File: src/sv/bgm_pkg.sv
// Package for the bracket group matcher: token kind codes and fixed field widths.
// No dependencies; used by bracket_group_matcher_unit.
package bgm_pkg;

  localparam int KIND_W  = 3;   // token_kind width
  localparam int POS_W   = 32;  // begin / end byte offsets
  localparam int DEPTH_W = 5;   // stack_depth output width
  localparam int OPK_W   = 2;   // stored opener kind

  localparam logic [KIND_W-1:0] KIND_OTHER   = 3'd0;
  localparam logic [KIND_W-1:0] KIND_LSQUARE = 3'd1;
  localparam logic [KIND_W-1:0] KIND_LCURLY  = 3'd2;
  localparam logic [KIND_W-1:0] KIND_LPAREN  = 3'd3;
  localparam logic [KIND_W-1:0] KIND_RSQUARE = 3'd4;
  localparam logic [KIND_W-1:0] KIND_RCURLY  = 3'd5;
  localparam logic [KIND_W-1:0] KIND_RPAREN  = 3'd6;

  // distance from a closer code to the code of its opener
  localparam logic [KIND_W-1:0] CLOSER_OFFSET = 3'd3;

endpackage

File: src/sv/bracket_group_matcher_unit.sv
// Bracket group matcher: opener stack held in a synchronous RAM, searched top-down per closer.
// Depends on bgm_pkg.
//
//  channel | handshake          | payload
//  --------+--------------------+----------------------------------------------------
//  in      | in_valid/in_stall  | token_kind, token_begin, token_end
//  out     | out_valid/out_stall| top_match, group_found, group_begin, group_end,
//          |                    | stack_depth, overflow
//
// Openers, non-bracket tokens and closers on an empty stack finish in the accept cycle;
// the result is registered. A closer on a non-empty stack reads the stack RAM one entry per
// cycle from the top via the single registered read port until a match or the bottom entry.
// One transaction in flight; in_stall is high while a search runs or a result is held.
// rst is synchronous, active high; clears count, pending pop and handshake state.
// Stack RAM contents are not reset: only entries below the count are ever used.
module bracket_group_matcher_unit #(
  parameter int STACK_DEPTH = 16
) (
  input  logic                          clk,
  input  logic                          rst,
  input  logic                          in_valid,
  output logic                          in_stall,
  input  logic [bgm_pkg::KIND_W-1:0]    token_kind,
  input  logic [bgm_pkg::POS_W-1:0]     token_begin,
  input  logic [bgm_pkg::POS_W-1:0]     token_end,
  output logic                          out_valid,
  input  logic                          out_stall,
  output logic                          top_match,
  output logic                          group_found,
  output logic [bgm_pkg::POS_W-1:0]     group_begin,
  output logic [bgm_pkg::POS_W-1:0]     group_end,
  output logic [bgm_pkg::DEPTH_W-1:0]   stack_depth,
  output logic                          overflow
);

  localparam int CNT_W  = $clog2(STACK_DEPTH + 1);
  localparam int ADDR_W = $clog2(STACK_DEPTH);
  localparam int ENT_W  = bgm_pkg::OPK_W + bgm_pkg::POS_W;

  typedef enum logic {IDLE, SEARCH} state_t;

  state_t                     state;
  logic [CNT_W-1:0]           count;
  logic                       pending_pop;
  logic [ADDR_W-1:0]          idx;
  logic                       first;
  logic [bgm_pkg::OPK_W-1:0]  want;
  logic [bgm_pkg::POS_W-1:0]  end_hold;

  logic [ENT_W-1:0]           stack_mem [STACK_DEPTH];
  logic [ENT_W-1:0]           rd_data;
  logic [ADDR_W-1:0]          rd_addr;

  logic                       in_take;
  logic                       is_opener;
  logic                       is_closer;
  logic [CNT_W-1:0]           cnt_eff;
  logic [CNT_W-1:0]           cnt_next;
  logic                       push_ok;
  logic [CNT_W+bgm_pkg::DEPTH_W-1:0] depth_ext;
  logic [bgm_pkg::OPK_W-1:0]  rd_kind;
  logic [bgm_pkg::POS_W-1:0]  rd_begin;
  logic                       hit;
  logic                       search_done;
  logic                       direct_done;
  logic [bgm_pkg::KIND_W-1:0] want_full;

  assign in_stall  = (state != IDLE) || (out_valid && out_stall);
  assign in_take   = in_valid && !in_stall;

  assign is_opener = (token_kind == bgm_pkg::KIND_LSQUARE) ||
                     (token_kind == bgm_pkg::KIND_LCURLY)  ||
                     (token_kind == bgm_pkg::KIND_LPAREN);
  assign is_closer = (token_kind == bgm_pkg::KIND_RSQUARE) ||
                     (token_kind == bgm_pkg::KIND_RCURLY)  ||
                     (token_kind == bgm_pkg::KIND_RPAREN);
  assign want_full = token_kind - bgm_pkg::CLOSER_OFFSET;

  // deferred pop from the previous closer lands at the start of this token
  assign cnt_eff = (pending_pop && (count != '0)) ? count - CNT_W'(1) : count;
  assign push_ok = is_opener && (cnt_eff < CNT_W'(STACK_DEPTH));

  // transaction that completes without a search
  assign direct_done = in_take && !(is_closer && (cnt_eff != '0));

  always_comb begin
    cnt_next = count;
    if (state == IDLE) begin
      cnt_next = push_ok ? cnt_eff + CNT_W'(1) : cnt_eff;
    end
  end

  assign depth_ext = {{bgm_pkg::DEPTH_W{1'b0}}, cnt_next};

  assign rd_kind  = rd_data[ENT_W-1 -: bgm_pkg::OPK_W];
  assign rd_begin = rd_data[bgm_pkg::POS_W-1:0];
  assign hit      = (rd_kind == want);
  assign search_done = (state == SEARCH) && (hit || (idx == '0));

  // top entry on accept, then walk down one entry per cycle
  always_comb begin
    if (state == IDLE) begin
      rd_addr = ADDR_W'(cnt_eff - CNT_W'(1));
    end else begin
      rd_addr = idx - ADDR_W'(1);
    end
  end

  always_ff @(posedge clk) begin
    if (in_take && push_ok) begin
      stack_mem[cnt_eff[ADDR_W-1:0]] <= {token_kind[bgm_pkg::OPK_W-1:0], token_begin};
    end
    rd_data <= stack_mem[rd_addr];
  end

  always_ff @(posedge clk) begin
    if (rst) begin
      state       <= IDLE;
      count       <= '0;
      pending_pop <= 1'b0;
      out_valid   <= 1'b0;
      first       <= 1'b0;
    end else begin
      if (out_valid && !out_stall && !direct_done) begin
        out_valid <= 1'b0;
      end
      case (state)
        IDLE: begin
          if (in_take) begin
            count       <= cnt_next;
            pending_pop <= 1'b0;
            top_match   <= 1'b0;
            group_found <= 1'b0;
            group_begin <= '0;
            group_end   <= '0;
            stack_depth <= depth_ext[bgm_pkg::DEPTH_W-1:0];
            overflow    <= is_opener && !push_ok;
            want        <= want_full[bgm_pkg::OPK_W-1:0];
            end_hold    <= token_end;
            idx         <= rd_addr;
            first       <= 1'b1;
            if (is_closer && (cnt_eff != '0)) begin
              state <= SEARCH;
            end else begin
              out_valid <= 1'b1;
            end
          end
        end
        SEARCH: begin
          first <= 1'b0;
          if (first && hit) begin
            top_match   <= 1'b1;
            pending_pop <= 1'b1;
          end
          if (hit) begin
            group_found <= 1'b1;
            group_begin <= rd_begin;
            group_end   <= end_hold;
          end
          if (search_done) begin
            out_valid <= 1'b1;
            state     <= IDLE;
          end else begin
            idx <= idx - ADDR_W'(1);
          end
        end
        default: begin
          state <= IDLE;
        end
      endcase
    end
  end

  // count stays within the stack
  a_count_range: assert property (@(posedge clk) disable iff (rst)
    count <= CNT_W'(STACK_DEPTH))
    else $error("stack count beyond depth");

  // a search ends only with the result register free
  a_result_free: assert property (@(posedge clk) disable iff (rst)
    search_done |-> !out_valid)
    else $error("search finished over a held result");

  // a top match is always a found group
  a_top_found: assert property (@(posedge clk) disable iff (rst)
    (out_valid && top_match) |-> group_found)
    else $error("top match without group");

  // a pop is deferred only over a non-empty stack
  a_pop_nonempty: assert property (@(posedge clk) disable iff (rst)
    pending_pop |-> (count != '0))
    else $error("pending pop on empty stack");

  // a dropped opener means the stack was full
  a_ovf_full: assert property (@(posedge clk) disable iff (rst)
    (out_valid && overflow) |-> (count == CNT_W'(STACK_DEPTH)))
    else $error("overflow with room left");

endmodule

File: config.mk
export PLATFORM = sky130hd
export DESIGN_NAME = bracket_group_matcher_unit
export DESIGN_NICKNAME = d
export VERILOG_FILES = /design/src/sv/bgm_pkg.sv /design/src/sv/bracket_group_matcher_unit.sv
export SDC_FILE = /design/constraint.sdc
export NUM_CORES = 1
export LEC_CHECK = 0
export BUFFER_PORTS_ARGS = -buffer_cell sky130_fd_sc_hd__buf_2
export CELL_PAD_IN_SITES_DETAIL_PLACEMENT = 1
export CELL_PAD_IN_SITES_GLOBAL_PLACEMENT = 1
export CORE_ASPECT_RATIO = 1.1
export CORE_MARGIN = 4
export CORE_UTILIZATION = 50
export DETAILED_ROUTE_END_ITERATION = 16
export PLACE_DENSITY_LB_ADDON = 0.1
export SYNTH_ARGS = -nofsm -noshare
export SYNTH_HDL_FRONTEND = slang
export SYNTH_SLANG_ARGS = --single-unit
File: constraint.sdc
create_clock -name clk -period 5.3 [get_ports clk]
set_input_delay 1.325 -clock clk [delete_from_list [all_inputs] [get_ports clk]]
set_output_delay 1.325 -clock clk [all_outputs]
set_load 0.005 [all_outputs]
# Word level (Yosys, flattened, before mapping)
# Memories as Yosys holds them, arrays and structs flattened. A register that Yosys moved wholly into a read port is not among the register bits.
# Cells that the tools add are included.
[classes] add_sub_neg=5 n_lt_le_gt_ge=1 eq_ne=11 mux=29 bitwise=2 reduce_logical=32
[op_table] op="$pmux W32 S2" count=2
[op_table] op="$mux W32" count=3
[op_table] op="$mux W1" count=13
[op_table] op="$logic_and A1 B1 Y1" count=12
[op_table] op="$mux W4" count=3
[op_table] op="$reduce_and A3 Y1" count=4
[op_table] op="$mux W5" count=2
[op_table] op="$pmux W1 S2" count=5
[op_table] op="$reduce_bool A5 Y1" count=2
[op_table] op="$eq A3 B3 Y1 const B" count=3
[op_table] op="$pmux W4 S2" count=1
[op_table] op="$sub A4 B1 Y4 const B" count=2
[op_table] op="$eq A3 B2 Y1 const B" count=2
[op_table] op="$logic_or A1 B1 Y1" count=6
[op_table] op="$add A5 B1 Y5 const B" count=1
[op_table] op="$logic_not A1 Y1" count=5
[op_table] op="$lt A5 B5 Y1 const B" count=1
[op_table] op="$sub A5 B1 Y5 const B" count=1
[op_table] op="$logic_not A4 Y1" count=1
[op_table] op="$ne A2 B1 Y1 const B" count=2
[op_table] op="$ne A2 B2 Y1 const B" count=2
[op_table] op="$reduce_and A2 Y1" count=2
[op_table] op="$eq A3 B1 Y1 const B" count=1
[op_table] op="$eq A2 B2 Y1" count=1
[op_table] op="other kinds (2)" count=3
[word_totals] reg_bits=119 ram_bits=544 input_bits=71 output_inout_bits=74 elab_cells=95 mem_count=1
[memory_table] memory="stack_mem" depth=16 word_bits=34 rd=1 rd_clocked_by_memory_dff=1 wr=1 line="bracket_group_matcher_unit.sv:50" source="logic [ENT_W-1:0] stack_mem [STACK_DEPTH];"

# Depth between registers and ports, before layout
[depth] depth_word=13 ltp_mapped=13 mapped_depth_nobuf=11

# Worst setup path after synthesis
# No wires, ideal clock.
[synth_path] path_type="input port to flip-flop" start="input out_stall" end="register group_begin[0] in the netlist's numbering, enable pin" t_arrival_ps=4526 required_time_ps=4812 setup_slack_ps=286 path_stages=4 cell_sequence="a21oi_1 -> and2_1 -> a21oi_1 -> nor2_1"
[synth_via] elab_chain_cells=6
[synth_rtl] element="start, declared" line="bracket_group_matcher_unit.sv:27" source="input logic out_stall,"
[synth_rtl] element="$logic_and A1 B1 Y1" line="bracket_group_matcher_unit.sv:68" source="assign in_stall = (state != IDLE) || (out_valid && out_stall);"
[synth_rtl] element="$logic_or A1 B1 Y1" line="bracket_group_matcher_unit.sv:68"
[synth_rtl] element="$logic_not A1 Y1" line="bracket_group_matcher_unit.sv:69" source="assign in_take = in_valid && !in_stall;"
[synth_rtl] element="$logic_and A1 B1 Y1" line="bracket_group_matcher_unit.sv:69"
[synth_rtl] element="$ne A2 B2 Y1 (no line)"
[synth_rtl] element="$reduce_and A3 Y1 (no line)"
[synth_rtl] element="end signal, assigned" line="bracket_group_matcher_unit.sv:157" source="group_begin <= rd_begin;"
[synth_rtl] element="end, declared" line="bracket_group_matcher_unit.sv:30" source="output logic [bgm_pkg::POS_W-1:0] group_begin,"
# No other way between the ends.
# A chain may end at the register's enable or synchronous reset.

# Worst setup path after layout
[layout_path] start="register count[0]" end="register rd_data[9] (read register of stack_mem)"
[layout_via] elab_chain_cells=5
[layout_rtl] element="start, declared" line="bracket_group_matcher_unit.sv:43" source="logic [CNT_W-1:0] count;"
[layout_rtl] element="start signal, assigned" line="bracket_group_matcher_unit.sv:130" source="count <= cnt_next;"
[layout_rtl] element="branches (longest 2 deep; another with $sub A5 B1 Y5)"
[layout_rtl] element="$mux W5 *" line="bracket_group_matcher_unit.sv:80" source="assign cnt_eff = (pending_pop && (count != '0)) ? count - CNT_W'(1) : count;"
[layout_rtl] element="$sub A4 B1 Y4 *" line="bracket_group_matcher_unit.sv:103" source="rd_addr = ADDR_W'(cnt_eff - CNT_W'(1));"
[layout_rtl] element="$mux W4 *" line="bracket_group_matcher_unit.sv:102" source="if (state == IDLE) begin"
[layout_rtl] element="end, declared" line="bracket_group_matcher_unit.sv:51" source="logic [ENT_W-1:0] rd_data;"
# Every way passes the cells marked *.

==> results.yml <==
status:
  status: "finished, final reports clean"
final_layout:
  layout-area-overhead-vs-synth_pct: 16.3
  nNetsFinal: 1470
  final_common_cell: "edfxtp_1"
  fin_util_pct: 59.1
  nFillCells: 4321
  instances_no_fill: 2111
  drive_gt1_share_pct: 29.3
  layout_common_cells: "edfxtp_1 (654), buf_2 (144), mux4_2 (116)"
  regArea_mm2: 0.0205
  multi_input_area_mm2: 0.00550
synth:
  synth.largest_area_cell: "edfxtp_1"
  avgSynthCellArea_um2: 22.1
  synth_top_family_by_area: "multiplexers"
  seq_area_frac_synth_pct: 78.2
  synthDistinctLibCells: 38
  yosysWarnings: 0
  synthAdderAreaFrac_pct: 0.525
  muxShareOfSynthArea_pct: 16.1
  synthXorXnorAreaFrac_pct: 0.368
  yosys.area_share.simple_pct: 2.68
  syn-num-nets: 1267
  ys_ff_latch: 697
  synth.cell_area_mm2: 0.0262
  yosysTopAreaCellShare_pct: 74.9
  synth_area_leaders: "edfxtp_1 (75%), mux4_2 (10%), mux2i_1 (4.0%), dfxtp_1 (3.3%), mux4_1 (2.0%)"
  synth_compound_area_share_pct: 0.644
  syn_inst: 1185
cts:
  cts_hold_buf: 0
  cts_resized: 0
  clkTransAtPathRegs_ns: 0.06
  cts_max_level: 3
  clockRootBuffer: "clkbuf_16"
  cts-buffers-inserted: 72
  clk_path_buf_depth: 3
  insertion_delay_ns: 0.59
  cts.sink_count: 697
  post_cts.repair.setup_buffers: 0
  cts_tree: "built"
timing:
  setup_tns_ns: 0
  hold_ws_ns: 0.490
  slew_viol_final: 0
  hold_violations: 0
  rsz0062_at_grt: "no"
  max_freq_mhz: 234
  fin_crit_ns: 4.27
  fin_skew_ns: 0.0164
  max_slew_margin_pct: 20.9
  setup_slack_ns: 1.03
  finalSetupViolations: 0
  tightest_slew_ns: 1.18
  fin_crit_sh_pct: 80.6
placement:
  dpl.cell_count: 1981
  hpwl_mm: 31.9
  place_congestion: 0.726
  portBuffers: 144
  dp_slack_ns: 1.02
critical_path:
  arrival_ns: 4.74
  path_class: "reg -> reg"
  cp.required_ns: 5.76
  critPathCaptureType: "register"
  crit_fanout: 28
  critPathLaunchType: "register"
global_routing:
  track_usage_pct: 20.1
  grt_pass1_wl_mm: 83.1
  grt_pass1_vias: 13000
  grt_max_degree: 78
  antenna_found_initial: 3
  grt-ovfl-total: 0
job:
  max-cap-violations: 0
drt:
  antenna_left: 0
  wire_per_inst_um: 26.2
  drc_errors: 0
  wl_mm: 55.3
  vias: 12000
  drtIter0Drc: 872
  vias_per_cell: 5.68
  drt-pass1-iter-count: 7
die:
  die_x_um: 226
  num_rows: 87
  dieHeight_um: 248
  fp.dieArea_mm2: 0.0562
  start_util_pct: 50.8
  io_pins: 145
  core_area_mm2: 0.0516
power:
  ir_worst_vdd_v: 0.000274
  p_leak_nw: 10.6
  p_per_area_mw_per_mm2: 410
worst_hold_path:
  worstHoldPathType: "reg -> reg"
power breakdown:
part	switching, mW	internal (mW)	leakage [nW]
combinational	0.660	0.599	3.17
clock	1.98	2.95	1.12
sequential	0.0747	6.21	6.30
final timing paths:
check,startpoint,endpoint,slack [ns],cells after the start
max,count[0],rd_data[9],1.03,11
min,first,first,0.49,2
max reg2reg,count[0],rd_data[9],1.03,11
min reg2reg,first,first,0.49,2
state kept, by name, summed over array words and instances (netlist names), 2 cells and up:
| register | cells |
|---|---|
| group_end | 32 |
| group_begin | 32 |
| rd_data | 34 |
| stack_depth | 5 |
| count | 5 |
| end_hold | 32 |
| idx | 4 |
| want | 2 |
| stack_mem | 544 |
area by class of cell:
cell class                      instances  area share, %
Antenna cell                            1        0.00821
Clock buffer                          102           6.52
Clock inverter                         27           1.05
Inverter                               11          0.135
Multi-Input combinational cell        423           18.0
Tap cell                              667           2.74
Sequential cell                       697           67.3
Timing Repair Buffer                  183           4.23
stage by stage:
stage	power (mW)	area (um^2)
CTS	12.7	30500
global route	13.0	30500
floorplan	7.24	26200
finish	12.5	30500
global placement	7.67	28200
detailed placement	7.70	28200
routing by layer:
metal	wire (um)	vias to the layer above	GRT usage [%]	part of all wire [%]
met5	20	-	0	0.036
met4	654	2	4.78	1.2
met3	2600	48	3.30	4.7
met2	28000	298	33.4	51
met1	24100	6391	28.5	44
li1	-	5250	-	-
synthesized netlist by cell type, drive strengths merged:
library cell / n
or4b: 1
and3: 1
a41oi: 1
ha: 11
dfxtp: 43
nand2: 20
o21a: 2
o211ai: 2
a31oi: 1
buf: 41
xnor2: 6
nand3: 2
nor4b: 1
a21oi: 13
and2: 66
edfxtp: 654
o31ai: 2
nor4: 1
o21ai: 4
or2: 1
mux2: 2
mux2i: 105
nand2b: 1
or3: 4
xor2: 5
nor2: 27
a211oi: 2
inv: 11
nor3: 6
mux4: 136
clkbuf: 13
cell families after synthesis:
kind of cell / Yosys count
AOI/OAI and AO/OA: 27
xor gates and xnor gates: 11
adders and majority gates: 11
buffers and inverters: 65
DFF: 697
muxes: 243
and+or+nand+nor: 131
worst max-delay path, stage by stage, from the launching register on:
cell	delay [ns]
dfxtp_1	0.35
inv_1	0.11
ha_1	0.27
nor4b_1	0.49
nor3_1	0.18
nor2_1	0.38
ha_1	0.35
mux2i_4	0.68
buf_12	0.33
mux4_1	0.58
mux2i_1	0.28
mux2i_1	0.12
Power figures use the tool's default switching activity.
